## src/sv/lahs_pkg.sv

```systemverilog
// ----------------------------------------------------------------------------
// lahs_pkg
// Types, constants and helpers of the lidar avoid / heading steer block.
// ----------------------------------------------------------------------------
package lahs_pkg;

  localparam int RANGE_W    = 16;
  localparam int HEAD_W     = 16;
  localparam int CNT_W      = 11;
  localparam int SUM_W      = 24;
  localparam int CFG_IDX_W  = 4;
  localparam int CFG_DATA_W = 20;

  localparam logic [CNT_W-1:0] CNT_MAX = '1;

  // register indexes
  localparam logic [CFG_IDX_W-1:0] REG_SIDE_THR   = 4'd0;
  localparam logic [CFG_IDX_W-1:0] REG_DANGER_THR = 4'd1;
  localparam logic [CFG_IDX_W-1:0] REG_KP_GAIN    = 4'd2;
  localparam logic [CFG_IDX_W-1:0] REG_KI_GAIN    = 4'd3;
  localparam logic [CFG_IDX_W-1:0] REG_KD_GAIN    = 4'd4;
  localparam logic [CFG_IDX_W-1:0] REG_AVOID      = 4'd5;
  localparam logic [CFG_IDX_W-1:0] REG_OFFSET     = 4'd6;
  localparam logic [CFG_IDX_W-1:0] REG_FWD_SPEED  = 4'd7;

  // register reset values
  localparam logic [15:0]        RST_SIDE_THR   = 16'd650;
  localparam logic [15:0]        RST_DANGER_THR = 16'd450;
  localparam logic [19:0]        RST_KP_GAIN    = 20'd17920;
  localparam logic [19:0]        RST_KI_GAIN    = 20'd0;
  localparam logic [19:0]        RST_KD_GAIN    = 20'd179200;
  localparam logic [8:0]         RST_AVOID      = 9'd60;
  localparam logic signed [9:0]  RST_OFFSET     = 10'sd60;
  localparam logic signed [8:0]  RST_FWD_SPEED  = 9'sd120;

  // frame bytes
  localparam logic [7:0] FRAME_SOF  = 8'hF8;
  localparam logic [7:0] FRAME_LEN  = 8'h04;
  localparam logic [7:0] FRAME_EOF  = 8'h8F;

  // speeds and limits
  localparam logic signed [15:0] PAUSE_SPEED = -16'sd150;
  localparam logic signed [15:0] BACK_SPEED  = 16'sd100;
  localparam logic signed [8:0]  SPEED_LIM   = 9'sd180;

  // 6/5 as multiply by 6*ceil(2^18/5) then shift by 18, exact for magnitudes up to 2^15
  localparam logic [18:0] PAUSE_RECIP = 19'd314574;
  localparam int          PAUSE_SHIFT = 18;

  localparam int GAIN_SHIFT = 21;

  typedef struct packed {
    logic [15:0]       side_threshold;
    logic [15:0]       danger_threshold;
    logic [19:0]       kp_gain;
    logic [19:0]       ki_gain;
    logic [19:0]       kd_gain;
    logic [8:0]        avoid_steer;
    logic signed [9:0] steer_offset;
    logic signed [8:0] forward_speed;
  } cfg_t;

  // one finished scan, as the front hands it over
  typedef struct packed {
    logic                     front_near;
    logic                     left_near;
    logic                     right_near;
    logic signed [HEAD_W-1:0] heading;
  } rec_t;

  typedef struct packed {
    logic empty;
    logic full;
  } q_stat_t;

  function automatic logic signed [15:0] sat16(input logic signed [16:0] v);
    if (v[16] != v[15]) begin
      return v[16] ? 16'sh8000 : 16'sh7FFF;
    end
    return v[15:0];
  endfunction

  function automatic logic signed [31:0] sat32(input logic signed [32:0] v);
    if (v[32] != v[31]) begin
      return v[32] ? 32'sh8000_0000 : 32'sh7FFF_FFFF;
    end
    return v[31:0];
  endfunction

endpackage

```

## src/sv/lahs_ifs.sv

```systemverilog
// ----------------------------------------------------------------------------
// lahs_ifs
// Valid/ready channels of the lidar avoid / heading steer block.
// ----------------------------------------------------------------------------
interface lahs_in_if import lahs_pkg::*; ();
  logic                     valid;
  logic                     ready;
  logic [RANGE_W-1:0]       range_sample;
  logic signed [HEAD_W-1:0] heading;
  logic                     scan_end;

  modport source (output valid, range_sample, heading, scan_end, input ready);
  modport sink   (input valid, range_sample, heading, scan_end, output ready);
endinterface


```

## src/sv/lahs_front.sv

```systemverilog
// ----------------------------------------------------------------------------
// lahs_front
// Takes range samples, builds the side sums and the front flag, and hands one
// record per scan to the queue.
// ----------------------------------------------------------------------------
module lahs_front import lahs_pkg::*; #(
  parameter int SCAN_LEN    = 1080,
  parameter int SIDE_WINDOW = 120,
  parameter int FRONT_HALF  = 30
) (
  input  logic       clk,
  input  logic       rst_n,
  lahs_in_if.sink    in_ch,
  input  cfg_t       cfg,
  input  q_stat_t    q_stat,
  output logic       push,
  output rec_t       push_rec
);

  localparam logic [CNT_W-1:0] LEFT_END  = CNT_W'(SIDE_WINDOW);
  localparam logic [CNT_W-1:0] RIGHT_BEG = CNT_W'(SCAN_LEN - SIDE_WINDOW);
  localparam logic [CNT_W-1:0] RIGHT_END = CNT_W'(SCAN_LEN);
  localparam logic [CNT_W-1:0] FRONT_BEG = CNT_W'(SCAN_LEN / 2 - FRONT_HALF);
  localparam logic [CNT_W-1:0] FRONT_END = CNT_W'(SCAN_LEN / 2 + FRONT_HALF);

  logic [CNT_W-1:0] cnt_r, cnt_nxt;
  logic [SUM_W-1:0] lsum_r, lsum_nxt;
  logic [SUM_W-1:0] rsum_r, rsum_nxt;
  logic             near_r, near_nxt;

  logic [SUM_W-1:0] lsum_add, rsum_add;
  logic             near_add;
  logic [31:0]      lim_full;
  logic [SUM_W-1:0] lim;
  logic             fire;
  logic             in_left, in_right, in_front;

  assign in_ch.ready = !q_stat.full;
  assign fire        = in_ch.valid && in_ch.ready;

  assign in_left  = cnt_r < LEFT_END;
  assign in_right = (cnt_r >= RIGHT_BEG) && (cnt_r < RIGHT_END);
  assign in_front = (cnt_r >= FRONT_BEG) && (cnt_r < FRONT_END);

  assign lsum_add = in_left  ? SUM_W'(lsum_r + {8'd0, in_ch.range_sample}) : lsum_r;
  assign rsum_add = in_right ? SUM_W'(rsum_r + {8'd0, in_ch.range_sample}) : rsum_r;
  assign near_add = near_r || (in_front && (in_ch.range_sample != '0)
                               && (in_ch.range_sample < cfg.danger_threshold));

  // side limit is window length times the mean threshold
  assign lim_full = 32'(SIDE_WINDOW) * {16'd0, cfg.side_threshold};
  assign lim      = lim_full[SUM_W-1:0];

  assign push               = fire && in_ch.scan_end;
  assign push_rec.front_near = near_add;
  assign push_rec.left_near  = lsum_add < lim;
  assign push_rec.right_near = rsum_add < lim;
  assign push_rec.heading    = in_ch.heading;

  always_comb begin
    cnt_nxt  = cnt_r;
    lsum_nxt = lsum_r;
    rsum_nxt = rsum_r;
    near_nxt = near_r;
    if (fire) begin
      if (in_ch.scan_end) begin
        cnt_nxt  = '0;
        lsum_nxt = '0;
        rsum_nxt = '0;
        near_nxt = 1'b0;
      end else begin
        cnt_nxt  = (cnt_r != CNT_MAX) ? cnt_r + 1'b1 : cnt_r;
        lsum_nxt = lsum_add;
        rsum_nxt = rsum_add;
        near_nxt = near_add;
      end
    end
  end

  always_ff @(posedge clk) begin
    if (!rst_n) begin
      cnt_r  <= '0;
      lsum_r <= '0;
      rsum_r <= '0;
      near_r <= 1'b0;
    end else begin
      cnt_r  <= cnt_nxt;
      lsum_r <= lsum_nxt;
      rsum_r <= rsum_nxt;
      near_r <= near_nxt;
    end
  end

endmodule

```

## src/flat_wrapper.sv

```systemverilog
// flat-port wrapper written by rule: the top's interface ports become plain ports
module lahs_front_flat import lahs_pkg::*;
#(
  parameter int SCAN_LEN    = 1080,
  parameter int SIDE_WINDOW = 120,
  parameter int FRONT_HALF  = 30
)
  (clk, rst_n, cfg, q_stat, push, push_rec, in_ch_valid, in_ch_range_sample, in_ch_heading, in_ch_scan_end, in_ch_ready);
  lahs_in_if in_ch_i ();
  input  logic clk;
  input  logic rst_n;
  input  cfg_t cfg;
  input  q_stat_t q_stat;
  output logic push;
  output rec_t push_rec;
  input wire logic [$bits(in_ch_i.valid)-1:0] in_ch_valid;
  input wire logic [$bits(in_ch_i.range_sample)-1:0] in_ch_range_sample;
  input wire logic [$bits(in_ch_i.heading)-1:0] in_ch_heading;
  input wire logic [$bits(in_ch_i.scan_end)-1:0] in_ch_scan_end;
  output wire logic [$bits(in_ch_i.ready)-1:0] in_ch_ready;
  assign in_ch_i.valid = in_ch_valid;
  assign in_ch_i.range_sample = in_ch_range_sample;
  assign in_ch_i.heading = in_ch_heading;
  assign in_ch_i.scan_end = in_ch_scan_end;
  assign in_ch_ready = in_ch_i.ready;
  lahs_front #(.SCAN_LEN(SCAN_LEN), .SIDE_WINDOW(SIDE_WINDOW), .FRONT_HALF(FRONT_HALF)) u_core (.clk(clk), .rst_n(rst_n), .in_ch(in_ch_i), .cfg(cfg), .q_stat(q_stat), .push(push), .push_rec(push_rec));
endmodule
```

## config.mk

```make
export PLATFORM = sky130hd
export DESIGN_NAME = lahs_front_flat
export DESIGN_NICKNAME = d
export VERILOG_FILES = /design/src/sv/lahs_pkg.sv /design/src/sv/lahs_ifs.sv /design/src/sv/lahs_front.sv /design/src/flat_wrapper.sv
export SDC_FILE = /design/constraint.sdc
export NUM_CORES = 1
export LEC_CHECK = 0
export BUFFER_PORTS_ARGS = -buffer_cell sky130_fd_sc_hd__buf_2
export CAP_MARGIN = 10
export CORE_ASPECT_RATIO = 1.4
export CORE_UTILIZATION = 40
export CTS_BUF_LIST = sky130_fd_sc_hd__clkbuf_8 sky130_fd_sc_hd__clkbuf_16
export CTS_CLUSTER_DIAMETER = 50
export DETAILED_ROUTE_END_ITERATION = 10
export SLEW_MARGIN = 5
export SYNTH_ARGS = -nofsm -noshare
export SYNTH_HDL_FRONTEND = slang
export SYNTH_SLANG_ARGS = --single-unit
```

## constraint.sdc

```tcl
create_clock -name clk -period 5.4 [get_ports clk]
set_input_delay 0.54 -clock clk [delete_from_list [all_inputs] [get_ports clk]]
set_output_delay 0.54 -clock clk [all_outputs]
set_load 0.005 [all_outputs]
```

==> impl_metrics.json <==
{
  "cp.arrival_ps": 5180,
  "outcome": "finished, violations left",
  "synth_edf_count": 0,
  "antenna_found_initial": 0,
  "root_buffer": "clkbuf_16",
  "whs_ps": 480.2,
  "ys_ff_latch": 60,
  "ys_seq_area_share_pct": 16.13,
  "grtUsageMet1_pct": 24.15,
  "syn-cell-area_um2": 7448,
  "hold_path_class": "reg2reg",
  "path_delay_family": "compound AO/OA/AOI/OAI gates",
  "overflow": 0,
  "syn2layout_area_growth_pct": 24.22,
  "synthFlopType": "dfxtp_1",
  "placed_area_um2": 8513,
  "min_period_ps": 5716,
  "cts_tree": "built",
  "leakagePower_uw": 0.004268,
  "portBuffers": 57,
  "crit_required_ps": 4860,
  "antenna_left": 0,
  "core_area_um2": 18070,
  "synth_xor_area_share_pct": 6.350,
  "critPathKind": "in2out",
  "ff_latch_area_um2": 1201,
  "rows": 58,
  "vdd_drop_max_mv": 0.1470,
  "use_met2_pct": 40.83,
  "grt_util_met3_pct": 1.885,
  "clkTransAtPathRegs_ps": 60,
  "drive_above_1_share_pct": 21.30,
  "synthCells": 964,
  "regToRegSetupSlack_ps": 2370,
  "fp.dieW_um": 117.3,
  "final_common_cell": "nor2_1",
  "synth_fp_nets": 1259,
  "gp_congestion": 0.8981,
  "ctsHoldBuffers": 0,
  "slew_viol_final": 0,
  "setup_slack_ps": -316.4,
  "ios": 179,
  "hp-start": "u_core.near_r",
  "multi_input_area_um2": 6101,
  "wl_mm": 20.74,
  "die_h_um": 163.5,
  "fillCellCount": 1760,
  "crit_path_end_kind": "output pin",
  "wire_per_inst_um": 15.61,
  "p_comb_share_pct": 58.2,
  "cp-start-kind": "primary input",
  "grt_use_total_pct": 21.77,
  "r2r-end": "u_core.lsum_r[22]",
  "max_freq_mhz": 174.9,
  "synth_top_family_by_area": "adder cells",
  "net-switching-power_uw": 969.0,
  "grt_max_degree": 41,
  "internal_power_uw": 1561,
  "seq_power_share_pct": 17.8,
  "vias_per_cell": 5.515,
  "p_per_area_nw_per_um2": 273.5,
  "firstDrtPassIters": 5,
  "drt-initial-drc-count": 421,
  "layout_common_cells": "nor2_1, ha_1, buf_4",
  "fin_cells": 1329,
  "final_area_um2": 9253,
  "rsz0062_at_grt": "yes",
  "ys_types": 59,
  "ys_async_sr_fraction_pct": 0,
  "yosys_warnings": 0,
  "busiest_layer": "met2",
  "p_clk_share_pct": 23.9,
  "path_max_fanout": 4,
  "place_inst": 1306,
  "hold_end": "u_core.near_r",
  "synth-compound-area-share_pct": 23.84,
  "fin_nets": 1379,
  "tns_ps": -316.4,
  "critical_path.max_stage_delay_ps": 560,
  "antenna_cells": 0,
  "timing.slew.headroom_pct": 35.14,
  "clk_latency_ps": 340,
  "avgSynthCellArea_um2": 7.727,
  "drc": 0,
  "dieArea_um2": 19180,
  "path_cells": "buf_6 -> clkinvlp_4 -> fa_1 -> fa_1 -> inv_2 -> ha_4 -> or3_4 -> o21a_1 -> a21o_1 -> a21oi_2 -> xor2_1 -> ha_1 -> a21oi_2 -> o21ai_1 -> a221o_1 -> a2111oi_2 -> nor2_1 -> a222oi_1 -> o32ai_1 -> nor2_1 -> buf_2",
  "cpMaxStageDelayCell": "fa_1",
  "initial_core_util_pct": 41.22,
  "setup_violations": 1,
  "r2r_start": "u_core.lsum_r[0]",
  "htreeDepth": 3,
  "numCtsBuffers": 9,
  "crit_buf_inv": 4,
  "fin_worst_skew_ps": 11.99,
  "switching_share_pct": 38.29,
  "dpl.hpwl_mm": 16.29,
  "synth_mux_area_share_pct": 0.2856,
  "grt_pass1_wl_mm": 33.60,
  "synthAdderAreaFrac_pct": 26.14,
  "hold_depth": 2,
  "reg2reg_depth": 12,
  "violations": "setup timing",
  "cts_sinks": 60,
  "grt_pass1_vias": 6988,
  "finalCritPeriodShare_pct": 105.9,
  "maxCapViolations": 0,
  "dr_total_vias": 7330,
  "hold_viol_final": 0,
  "clk_path_buf_depth": 2,
  "synth-simple-area-share_pct": 20.24,
  "tightestPinTransition_ps": 971.0
}
## worst reg2reg max path: stages, from the launching register on
cell      delay (ps)
dfxtp_1          340
ha_1             200
inv_1             60
fa_1             380
nand2b_1         230
a211oi_1         460
o21ai_0          200
a211oi_1         270
buf_4            180
nand3_1           90
xnor2_1          340
a22oi_1          120
nor2_1            90
## synth_stat cells (3+ instances only)
| cell | number | area [um2] |
|---|---|---|
| a2111oi_0 | 6 | 52.55 |
| a211oi_1 | 8 | 60.06 |
| a21o_1 | 36 | 270.3 |
| a21oi_1 | 69 | 345.3 |
| a221oi_1 | 4 | 35.03 |
| a22oi_1 | 29 | 217.7 |
| a31oi_1 | 8 | 50.05 |
| a32oi_1 | 4 | 35.03 |
| and2_1 | 7 | 43.79 |
| and3_1 | 13 | 81.33 |
| and4_1 | 4 | 35.03 |
| buf_4 | 17 | 127.6 |
| clkbuf_1 | 21 | 78.83 |
| dfxtp_1 | 60 | 1201 |
| fa_1 | 31 | 620.6 |
| ha_1 | 106 | 1326 |
| inv_1 | 82 | 307.8 |
| nand2_1 | 82 | 307.8 |
| nand2b_1 | 15 | 93.84 |
| nand3_1 | 23 | 115.1 |
| nand3b_1 | 5 | 37.54 |
| nand4_1 | 11 | 68.82 |
| nor2_1 | 100 | 375.4 |
| nor2b_1 | 10 | 62.56 |
| nor3_1 | 17 | 85.08 |
| nor4_1 | 7 | 43.79 |
| o2111ai_1 | 5 | 43.79 |
| o211ai_1 | 8 | 60.06 |
| o21a_1 | 11 | 82.58 |
| o21ai_0 | 45 | 225.2 |
| o21ai_1 | 11 | 55.05 |
| o21bai_1 | 3 | 22.52 |
| o22ai_1 | 5 | 31.28 |
| o31ai_1 | 3 | 22.52 |
| or3_1 | 12 | 75.07 |
| xnor2_1 | 31 | 271.5 |
| xor2_1 | 23 | 201.4 |
## per-stage QoR
| step | utilization [%] | total power (uW) | worst slack [ps] |
|---|---|---|---|
| after floorplan | - | 1210 | 24.82 |
| after global placement | 47.11 | 1685 | -492.2 |
| after detailed placement | 47.11 | 1694 | -563.4 |
| after CTS | 49.75 | 2414 | -353.9 |
| after global routing | 51.20 | 2723 | -554.3 |
| final | 51.20 | 2530 | -316.4 |
## layer usage
layer / wire length (um) / part of all wire (%)
met2: 10590 / 51
met1: 8530 / 41
met5: 0 / 0
met3: 813 / 3.9
met4: 809 / 3.9
## timing repair
action / 4_1_cts / 5_1_grt
gates resized for setup: 30 / 45
hold endpoints to repair: 0 / 0
setup endpoints to repair: 2 / 2
pin swaps: 29 / 43
buffers inserted: 8 / 5
## state kept, by name, summed over array words and instances, names as in the netlist
register	cells
u_core.cnt_r	11
u_core.lsum_r	24
u_core.near_r	1
u_core.rsum_r	24
## cell families (layout without fill, tap and decap cells)
kind of cell	count (synthesis)	after routing
buf+inv	122	247
mux	2	2
compound gates	273	273
flops	60	60
simple gates	316	316
xor+xnor	54	54
fa+ha+maj	137	137
## how the worst max path moves through the flow
| stage | cells past startpoint | startpoint | to | slack, ps |
|---|---|---|---|---|
| finish | 21 | cfg[110] | push_rec[16] | -320 |
| CTS | 23 | cfg[107] | push_rec[16] | -350 |
| floorplan | 19 | cfg[109] | push_rec[16] | 20 |
| detailed placement | 23 | cfg[107] | push_rec[16] | -560 |
| global placement | 21 | cfg[109] | push_rec[16] | -490 |
| global route | 23 | cfg[107] | push_rec[16] | -550 |
## power by group through the flow
stage	Clock, uW	Sequential, uW	Combinational, uW
2_1_floorplan	0	460	750
3_3_place_gp	0	461	1220
3_5_place_dp	0	461	1230
4_1_cts	614	451	1350
5_1_grt	629	452	1640
6_report	605	452	1470
## layout make-up
cell class              instances  area share (%)
clock inverters                 6          0.7708
inverters                      82           3.489
clock buffers                  10           2.583
multi-input cells             782           65.94
well taps                     240           3.245
flip-flops and latches         60           12.98
repair buffers                149           10.99
Note: power is estimated with default switching activity, not from simulation.
