$ cat src/sv/lahs_pkg.sv
// ----------------------------------------------------------------------------
// lahs_pkg
// Types, constants and helpers of the lidar avoid / heading steer block.
// ----------------------------------------------------------------------------
package lahs_pkg;

  localparam int RANGE_W    = 16;
  localparam int HEAD_W     = 16;
  localparam int CNT_W      = 11;
  localparam int SUM_W      = 24;
  localparam int CFG_IDX_W  = 4;
  localparam int CFG_DATA_W = 20;

  localparam logic [CNT_W-1:0] CNT_MAX = '1;

  // register indexes
  localparam logic [CFG_IDX_W-1:0] REG_SIDE_THR   = 4'd0;
  localparam logic [CFG_IDX_W-1:0] REG_DANGER_THR = 4'd1;
  localparam logic [CFG_IDX_W-1:0] REG_KP_GAIN    = 4'd2;
  localparam logic [CFG_IDX_W-1:0] REG_KI_GAIN    = 4'd3;
  localparam logic [CFG_IDX_W-1:0] REG_KD_GAIN    = 4'd4;
  localparam logic [CFG_IDX_W-1:0] REG_AVOID      = 4'd5;
  localparam logic [CFG_IDX_W-1:0] REG_OFFSET     = 4'd6;
  localparam logic [CFG_IDX_W-1:0] REG_FWD_SPEED  = 4'd7;

  // register reset values
  localparam logic [15:0]        RST_SIDE_THR   = 16'd650;
  localparam logic [15:0]        RST_DANGER_THR = 16'd450;
  localparam logic [19:0]        RST_KP_GAIN    = 20'd17920;
  localparam logic [19:0]        RST_KI_GAIN    = 20'd0;
  localparam logic [19:0]        RST_KD_GAIN    = 20'd179200;
  localparam logic [8:0]         RST_AVOID      = 9'd60;
  localparam logic signed [9:0]  RST_OFFSET     = 10'sd60;
  localparam logic signed [8:0]  RST_FWD_SPEED  = 9'sd120;

  // frame bytes
  localparam logic [7:0] FRAME_SOF  = 8'hF8;
  localparam logic [7:0] FRAME_LEN  = 8'h04;
  localparam logic [7:0] FRAME_EOF  = 8'h8F;

  // speeds and limits
  localparam logic signed [15:0] PAUSE_SPEED = -16'sd150;
  localparam logic signed [15:0] BACK_SPEED  = 16'sd100;
  localparam logic signed [8:0]  SPEED_LIM   = 9'sd180;

  // 6/5 as multiply by 6*ceil(2^18/5) then shift by 18, exact for magnitudes up to 2^15
  localparam logic [18:0] PAUSE_RECIP = 19'd314574;
  localparam int          PAUSE_SHIFT = 18;

  localparam int GAIN_SHIFT = 21;

  typedef struct packed {
    logic [15:0]       side_threshold;
    logic [15:0]       danger_threshold;
    logic [19:0]       kp_gain;
    logic [19:0]       ki_gain;
    logic [19:0]       kd_gain;
    logic [8:0]        avoid_steer;
    logic signed [9:0] steer_offset;
    logic signed [8:0] forward_speed;
  } cfg_t;

  // one finished scan, as the front hands it over
  typedef struct packed {
    logic                     front_near;
    logic                     left_near;
    logic                     right_near;
    logic signed [HEAD_W-1:0] heading;
  } rec_t;

  typedef struct packed {
    logic empty;
    logic full;
  } q_stat_t;

  function automatic logic signed [15:0] sat16(input logic signed [16:0] v);
    if (v[16] != v[15]) begin
      return v[16] ? 16'sh8000 : 16'sh7FFF;
    end
    return v[15:0];
  endfunction

  function automatic logic signed [31:0] sat32(input logic signed [32:0] v);
    if (v[32] != v[31]) begin
      return v[32] ? 32'sh8000_0000 : 32'sh7FFF_FFFF;
    end
    return v[31:0];
  endfunction

endpackage

$ cat src/sv/lahs_fifo.sv
// ----------------------------------------------------------------------------
// lahs_fifo
// Short queue of scan records between the front and the back.
// ----------------------------------------------------------------------------
module lahs_fifo import lahs_pkg::*; #(
  parameter int DEPTH = 4
) (
  input  logic    clk,
  input  logic    rst_n,
  input  logic    push,
  input  rec_t    push_rec,
  input  logic    pop,
  output rec_t    head_rec,
  output q_stat_t q_stat
);

  localparam int PTR_W = (DEPTH > 1) ? $clog2(DEPTH) : 1;
  localparam int CNT_Q = $clog2(DEPTH + 1);
  localparam logic [PTR_W-1:0] PTR_LAST = PTR_W'(DEPTH - 1);
  localparam logic [CNT_Q-1:0] CNT_FULL = CNT_Q'(DEPTH);

  rec_t             mem [DEPTH];
  logic [PTR_W-1:0] wr_ptr_r, wr_ptr_nxt;
  logic [PTR_W-1:0] rd_ptr_r, rd_ptr_nxt;
  logic [CNT_Q-1:0] count_r, count_nxt;
  logic             do_push, do_pop;

  assign q_stat.empty = count_r == '0;
  assign q_stat.full  = count_r == CNT_FULL;
  assign do_push      = push && !q_stat.full;
  assign do_pop       = pop && !q_stat.empty;
  assign head_rec     = mem[rd_ptr_r];

  always_comb begin
    wr_ptr_nxt = wr_ptr_r;
    rd_ptr_nxt = rd_ptr_r;
    count_nxt  = count_r;
    if (do_push) begin
      wr_ptr_nxt = (wr_ptr_r == PTR_LAST) ? '0 : wr_ptr_r + 1'b1;
    end
    if (do_pop) begin
      rd_ptr_nxt = (rd_ptr_r == PTR_LAST) ? '0 : rd_ptr_r + 1'b1;
    end
    case ({do_push, do_pop})
      2'b10:   count_nxt = count_r + 1'b1;
      2'b01:   count_nxt = count_r - 1'b1;
      default: count_nxt = count_r;
    endcase
  end

  always_ff @(posedge clk) begin
    if (do_push) begin
      mem[wr_ptr_r] <= push_rec;
    end
  end

  always_ff @(posedge clk) begin
    if (!rst_n) begin
      wr_ptr_r <= '0;
      rd_ptr_r <= '0;
      count_r  <= '0;
    end else begin
      wr_ptr_r <= wr_ptr_nxt;
      rd_ptr_r <= rd_ptr_nxt;
      count_r  <= count_nxt;
    end
  end

endmodule

$ cat config.mk
export PLATFORM = sky130hd
export DESIGN_NAME = lahs_fifo
export DESIGN_NICKNAME = d
export VERILOG_FILES = /design/src/sv/lahs_pkg.sv /design/src/sv/lahs_fifo.sv
export SDC_FILE = /design/constraint.sdc
export NUM_CORES = 1
export LEC_CHECK = 0
export BUFFER_PORTS_ARGS = -buffer_cell sky130_fd_sc_hd__buf_2
export CAP_MARGIN = 20
export CORE_MARGIN = 2
export CORE_UTILIZATION = 45
export CTS_CLUSTER_DIAMETER = 30
export DETAILED_ROUTE_END_ITERATION = 7
export HOLD_SLACK_MARGIN = 0.1
export SYNTH_ARGS = -nofsm -noshare
export SYNTH_HDL_FRONTEND = slang
export SYNTH_SLANG_ARGS = --single-unit
$ cat constraint.sdc
create_clock -name clk -period 5.9 [get_ports clk]
set_input_delay 0.59 -clock clk [delete_from_list [all_inputs] [get_ports clk]]
set_output_delay 0.59 -clock clk [all_outputs]
set_load 0.1 [all_outputs]
==> results of run 1 <==
==> synthesized netlist by cell type, drive strengths merged, types with 2 or more instances <==
| cell | instances | area [um^2] |
|---|---|---|
| edfxtp | 76 | 2280 |
| mux4 | 19 | 462 |
| dfxtp | 9 | 180 |
| inv | 7 | 26.3 |
| nand2 | 7 | 26.3 |
| and2 | 6 | 37.5 |
| ha | 6 | 75.1 |
| buf | 5 | 46.3 |
| o21ai | 4 | 20.0 |
| mux2i | 2 | 20.0 |
| nand3 | 2 | 10.0 |
| nor2 | 2 | 7.51 |
==> cell type report <==
class / instances / area share (%)
Tap cell: 99 / 3.24
Inverter: 7 / 0.687
Multi-Input combinational cell: 57 / 19.4
Timing Repair Buffer: 45 / 6.21
Clock inverter: 7 / 2.91
Clock buffer: 9 / 3.24
Sequential cell: 85 / 64.4
==> cells in the final DEF (no fill, tap or decap), drive strengths merged <==
cell type / count
nor2: 2
mux4: 19
buf: 45
edfxtp: 76
nor2b: 1
o21ai: 4
bufinv: 3
dfxtp: 9
nand3: 2
nor3: 1
xor2: 1
o31ai: 1
ha: 6
nor3b: 1
a21boi: 1
or3: 1
inv: 8
nand2: 7
xnor2: 1
clkinv: 3
and2: 6
fa: 1
clkbuf: 9
mux2i: 2
==> registers in the layout, indices dropped and copies added, names as in the netlist, named ones only <==
signal and flops:
count_r 3, mem 76, rd_ptr_r 2, wr_ptr_r 2
==> routing by layer <==
layer,up-vias,part of all wire [%]
met5,-,0
li1,718,-
met1,789,42
met3,9,3.2
met4,0,1.5
met2,27,53
==> logic make-up after synthesis <==
kind of cell | Yosys count | share of synthesized area [%]
muxes | 21 | 14.7
xor gates and xnor gates | 2 | 0.534
adders and majority gates | 7 | 2.90
AOI/OAI and AO/OA | 6 | 1.07
DFF | 85 | 75.1
and+or+nand+nor | 21 | 3.40
buffers and inverters | 13 | 2.33
==> metrics by stage <==
stage / cells / hold WS, ns
3_5_place_dp: 292 / 0.507
4_1_cts: 308 / 0.450
2_1_floorplan: 155 / 0.468
3_3_place_gp: 292 / 0.480
5_1_grt: 309 / 0.452
6_report: 309 / 0.469
==> critical path: stages (launching register included) <==
cell	delay (ns)
dfxtp_1	0.95
mux4_2	0.38
buf_2	0.43
==> how the worst min path moves through the flow <==
stage                             startpoint                        to  depth (start not counted)  slack [ns]
global route                     push_rec[5]       mem[2][5]$_DFFE_PP_                          1        0.45
global placement    wr_ptr_r[1]$_SDFFE_PN0P_  wr_ptr_r[1]$_SDFFE_PN0P_                          2        0.48
CTS                             push_rec[10]      mem[0][10]$_DFFE_PP_                          1        0.45
finish                          push_rec[10]      mem[0][10]$_DFFE_PP_                          1        0.47
floorplan           wr_ptr_r[1]$_SDFFE_PN0P_  wr_ptr_r[1]$_SDFFE_PN0P_                          2        0.47
detailed placement  wr_ptr_r[0]$_SDFFE_PN0P_  wr_ptr_r[0]$_SDFFE_PN0P_                          2        0.51
==> summary.txt, run 1 <==
Timing
  • Hold Fails Final Rpt: 0
  • Setup Skew: 0.00888 ns
  • Post-route setup TNS: 0 ns
  • Max Slew Vio Count: 0
  • Tmin final: 2.68 ns
  • Final setup fails: 0
  • Max Freq: 374 MHz
  • Worst setup margin: 3.22 ns
  • Rel. slew slack: 27.3%
  • Slew of the pin with the lowest slew margin: 1.09 ns
  • RSZ-0062 raised after global routing: false
  • Fin crit share: 45.3%

Drt
  • DR WL/cell: 16.7 um
  • DR vias/cell: 4.99
  • Via count: 1,543
  • DR iter-0 viols: 83
  • Final wirelength: 5.17 mm
  • Routed Antenna Nets: 0
  • Pre-antenna DRT Iters: 4
  • DRC Markers: 0

Min path
  • Hold Crit Class: in2reg

Global route
  • Initial antenna violation count: 0
  • Met3 GRT Util: 3.51%
  • Largest net degree at the start of global routing: 20
  • Met2 layer usage reported by global route: 22.4%
  • Vias in the first global route: 1,571
  • Grt met1 use: 15.9%
  • Tot GR Track Use: 13.3%
  • First-pass GRT wire length: 7.52 mm
  • Most Crowded Layer GR: met2
  • Grt ovf: 0

Clock tree
  • CTS sink count: 85
  • TritonCTS clock tree: done
  • H-tree depth reported by CTS: 3
  • Post-CTS setup buffer count: 0
  • # hold bufs at CTS: 0
  • Root Buffer: clkbuf_8
  • Clock Latency Late Sink: 0.33 ns
  • Clock slew at reported path FFs: 0.08 ns
  • CTS max path bufs: 2
  • Post-CTS sizing: 0
  • CTS buffer count: 9

Placement
  • Area after DPL: 3580 um^2
  • Gp weighted congestion: 0.700
  • Post-DP HPWL: 3.23 mm
  • Port Buffers: 43
  • Placement Setup Slack: 3.48 ns

Die
  • Core footprint: 7140 um^2
  • Die span in x: 89.4 um
  • Die ar.: 7990 um^2
  • Initial Util: 46.0%
  • Boundary pin count: 44
  • DIE HEIGHT: 89.4 um
  • Row count: 31

Logic synthesis
  • Post-synthesis cell area: 3280 um^2
  • Seq cells post-synth: 85
  • Post-Syn Area per Cell: 21.2 um^2
  • Yosys cell types: 25
  • Post-synth EDFFs: 76
  • Async S/R FF share, synth: 0%
  • Ys flop type: edfxtp_1
  • Synth Warn #: 0
  • Gate Count Post-Synth: 155
  • Mapped Nets: 185
  • Sequential fraction of the synthesis area: 75.1%

Critical path
  • Reg2reg end: mem[2][13]$_DFFE_PP_
  • Worst EP required: 5.31 ns
  • Setup crit end kind: output port
  • Critical path class: reg2out
  • WP data arrival: 2.09 ns
  • Startpoint Class: register
  • R2r worst-path depth: 3
  • FF-to-FF setup slack: 3.68 ns
  • Critical Path Sink: head_rec[9]
  • Crit path max fanout: 19
  • FF-to-FF Start: count_r[0]$_SDFFE_PN0P_

Cells and area
  • Area of the multi-input gates: 741 um^2
  • Final non-filler cell area: 3830 um^2
  • Layout Utilization: 53.6%
  • Area delta synth->final: 16.7%
  • Filler instances: 594
  • Seq. cell area: 2460 um^2
  • Final nets: 235
  • Antenna diodes: 0
  • Proportion of layout cells with a drive suffix above 1: 33.3%

Job
  • Max cap viols: 0

Status
  • Outcome: complete, no violations
Power of run 1 is left out: the tool's default activity adds up to more than one toggle a clock period on the data nets, which glitch-free logic cannot reach.
==> run 2, diff against run 1 <==
--- a/config.mk
+++ b/config.mk
@@ -12,6 +12,7 @@
 export CTS_CLUSTER_DIAMETER = 30
 export DETAILED_ROUTE_END_ITERATION = 7
 export HOLD_SLACK_MARGIN = 0.1
+export PLACE_DENSITY = 0.67
 export SYNTH_ARGS = -nofsm -noshare
 export SYNTH_HDL_FRONTEND = slang
 export SYNTH_SLANG_ARGS = --single-unit
==> constraint.sdc (replaced) <==
create_clock -name clk -period 2.32 [get_ports clk]
set_input_delay 0.232 -clock clk [delete_from_list [all_inputs] [get_ports clk]]
set_output_delay 0.232 -clock clk [all_outputs]
set_load 0.1 [all_outputs]
==> summary.txt, run 2 (synthesized netlist as in run 1, its figures left out) <==
Clock tree
  • CTS sink count: 85 (unchanged)
  • TritonCTS clock tree: done (unchanged)
  • CTS max path bufs: 2 (unchanged)
  • Clock slew at reported path FFs: 0.08 ns (about the same)
  • Root Buffer: clkbuf_8 (unchanged)
  • Post-CTS setup buffer count: 0 (unchanged)
  • CTS buffer count: 9 (unchanged)
  • Clock Latency Late Sink: 0.34 ns (was 0.33 ns)
  • H-tree depth reported by CTS: 3 (unchanged)
  • Post-CTS sizing: 0 (unchanged)
  • # hold bufs at CTS: 16 (was 0)

Cells and area
  • Final non-filler cell area: 4000 um^2 (was 3830 um^2)
  • Area delta synth->final: 22.1% (was 16.7%)
  • Proportion of layout cells with a drive suffix above 1: 35.8% (was 33.3%)
  • Antenna diodes: 0 (unchanged)
  • Final cell count without fillers: 331 (was 309)
  • Seq. cell area: 2470 um^2 (was 2460 um^2)
  • Layout Utilization: 56.1% (was 53.6%)
  • Largest register FFs: 76 (unchanged)
  • Most frequent cells in the layout: 76 x edfxtp_1, 43 x buf_2, 16 x dlygate4sd3_1 (was 76 x edfxtp_1, 43 x buf_2, 10 x mux4_2)
  • Largest regs: mem: 76 flops, count_r: 3 flops (unchanged)
  • Area of the multi-input gates: 762 um^2 (was 741 um^2)
  • Largest register by flop count: mem (unchanged)
  • Most common cell after layout, fill and taps aside: edfxtp_1 (unchanged)
  • Final nets: 257 (was 235)
  • Filler instances: 564 (was 594)

Timing
  • RSZ-0062 raised after global routing: false (unchanged)
  • Slew of the pin with the lowest slew margin: 0.500 ns (was 1.09 ns)
  • Setup Skew: 0.0119 ns (was 0.00888 ns)
  • Rel. slew slack: 66.6% (was 27.3%)
  • Final setup fails: 0 (unchanged)
  • Hold Fails Final Rpt: 0 (unchanged)
  • Max Slew Vio Count: 0 (unchanged)
  • Tmin final: 2.19 ns
  • Fin crit share: 94.5%
  • Worst setup margin: 0.128 ns (was 3.22 ns)
  • Max Freq: 456 MHz

Drt
  • DRC Markers: 0 (unchanged)
  • Pre-antenna DRT Iters: 4 (unchanged)
  • Routed Antenna Nets: 0 (unchanged)
  • DR WL/cell: 15.4 um (was 16.7 um)
  • Final wirelength: 5.10 mm (was 5.17 mm)
  • DR vias/cell: 4.79 (was 4.99)
  • Via count: 1,584 (was 1,543)
  • DR iter-0 viols: 69 (was 83)

Critical path
  • WP data arrival: 1.96 ns (was 2.09 ns)
  • CP max stage delay: 0.56 ns (was 0.95 ns)
  • Cells along the critical path: buf_4, mux4_1, buf_2 (was mux4_2, buf_2)
  • Crit path max-delay family: multiplexers (was flip-flops)
  • Worst EP required: 2.09 ns (was 5.31 ns)
  • Critical-path top delay cell: mux4_1 (was dfxtp_1)
  • Crit path max fanout: 6 (was 19)
  • WP buf/inv: 2 (was 1)
  • Startpoint Class: register (unchanged)
  • Critical path class: reg2out (unchanged)
  • Setup crit end kind: output port (unchanged)
  • FF-to-FF setup slack: 0.34 ns (was 3.68 ns)

Die
  • DIE HEIGHT: 89.4 um (unchanged)
  • Boundary pin count: 44 (unchanged)
  • Die ar.: 7990 um^2 (unchanged)
  • Initial Util: 46.0% (unchanged)
  • Die span in x: 89.4 um (unchanged)
  • Row count: 31 (unchanged)
  • Core footprint: 7140 um^2 (unchanged)

Status
  • Outcome: complete, no violations (unchanged)

Power
  • PwrDens: 1240 nW/um^2
  • Worst vdd ir: 0.000735 V
  • Pleak: 1.40 nW
  • Overall Power: 4.95 mW

Min path
  • Hold Crit Class: in2reg (unchanged)

Placement
  • Area after DPL: 3670 um^2 (was 3580 um^2)
  • Port Buffers: 43 (unchanged)
  • Post-DP HPWL: 3.25 mm (was 3.23 mm)
  • Gp weighted congestion: 0.666 (was 0.700)
  • Placement Setup Slack: 0.335 ns (was 3.48 ns)
  • Inst Count DP: 299 (was 292)

Global route
  • Largest net degree at the start of global routing: 20 (unchanged)
  • Initial antenna violation count: 0 (unchanged)
  • First-pass GRT wire length: 8.00 mm (was 7.52 mm)
  • Vias in the first global route: 1,659 (was 1,571)
  • Grt ovf: 0 (unchanged)
  • Tot GR Track Use: 14.2% (was 13.3%)

Job
  • Max cap viols: 0 (unchanged)
## run 2: cell types whose count changed in the layout (fill, tap and decap cells not counted), sizes merged
cell / change
dlygate4sd3: +16
clkinv: -1
clkinvlp: +4
bufinv: -3
buf: +6
## run 2: power breakdown
part / leakage (nW) / internal [mW] / switching, mW / total, mW
Sequential: 0.772 / 1.86 / 0.0905 / 1.95
Clock: 0.0755 / 0.389 / 0.512 / 0.902
Combinational: 0.555 / 0.518 / 1.58 / 2.10
## run 2: cell type report
class                   instances  area share [%]
clock buffers                   9            3.09
clock inverters                 7            1.28
inverters                       7           0.656
multi-input cells              57            19.0
flip-flops and latches         85            61.6
well taps                      99            3.09
repair buffers                 67            11.2
## run 2: through the flow
step	TNS, ns	hold slack (ns)
finish	0	0.119
global route	0	0.108
CTS	0	0.102
detailed placement	0	0.448
global placement	0	0.445
floorplan	-0.903	0.331
## run 2: final timing paths
check | cells past startpoint | from | to
worst min-delay path | 1 | push_rec[1] | mem[3][1]$_DFFE_PP_
worst min register to register | 2 | count_r[2]$_SDFFE_PN0P_ | count_r[2]$_SDFFE_PN0P_
worst max register to register | 9 | count_r[1]$_SDFFE_PN0P_ | count_r[2]$_SDFFE_PN0P_
worst max-delay path | 3 | register | head_rec[10]
## run 2: metal layers
metal	routed length, um	global-route usage, %
met4	85	6.11
met1	2150	16.4
met2	2650	25.4
met3	217	3.05
met5	0	0
No activity file was read; power rests on OpenSTA's default activity.
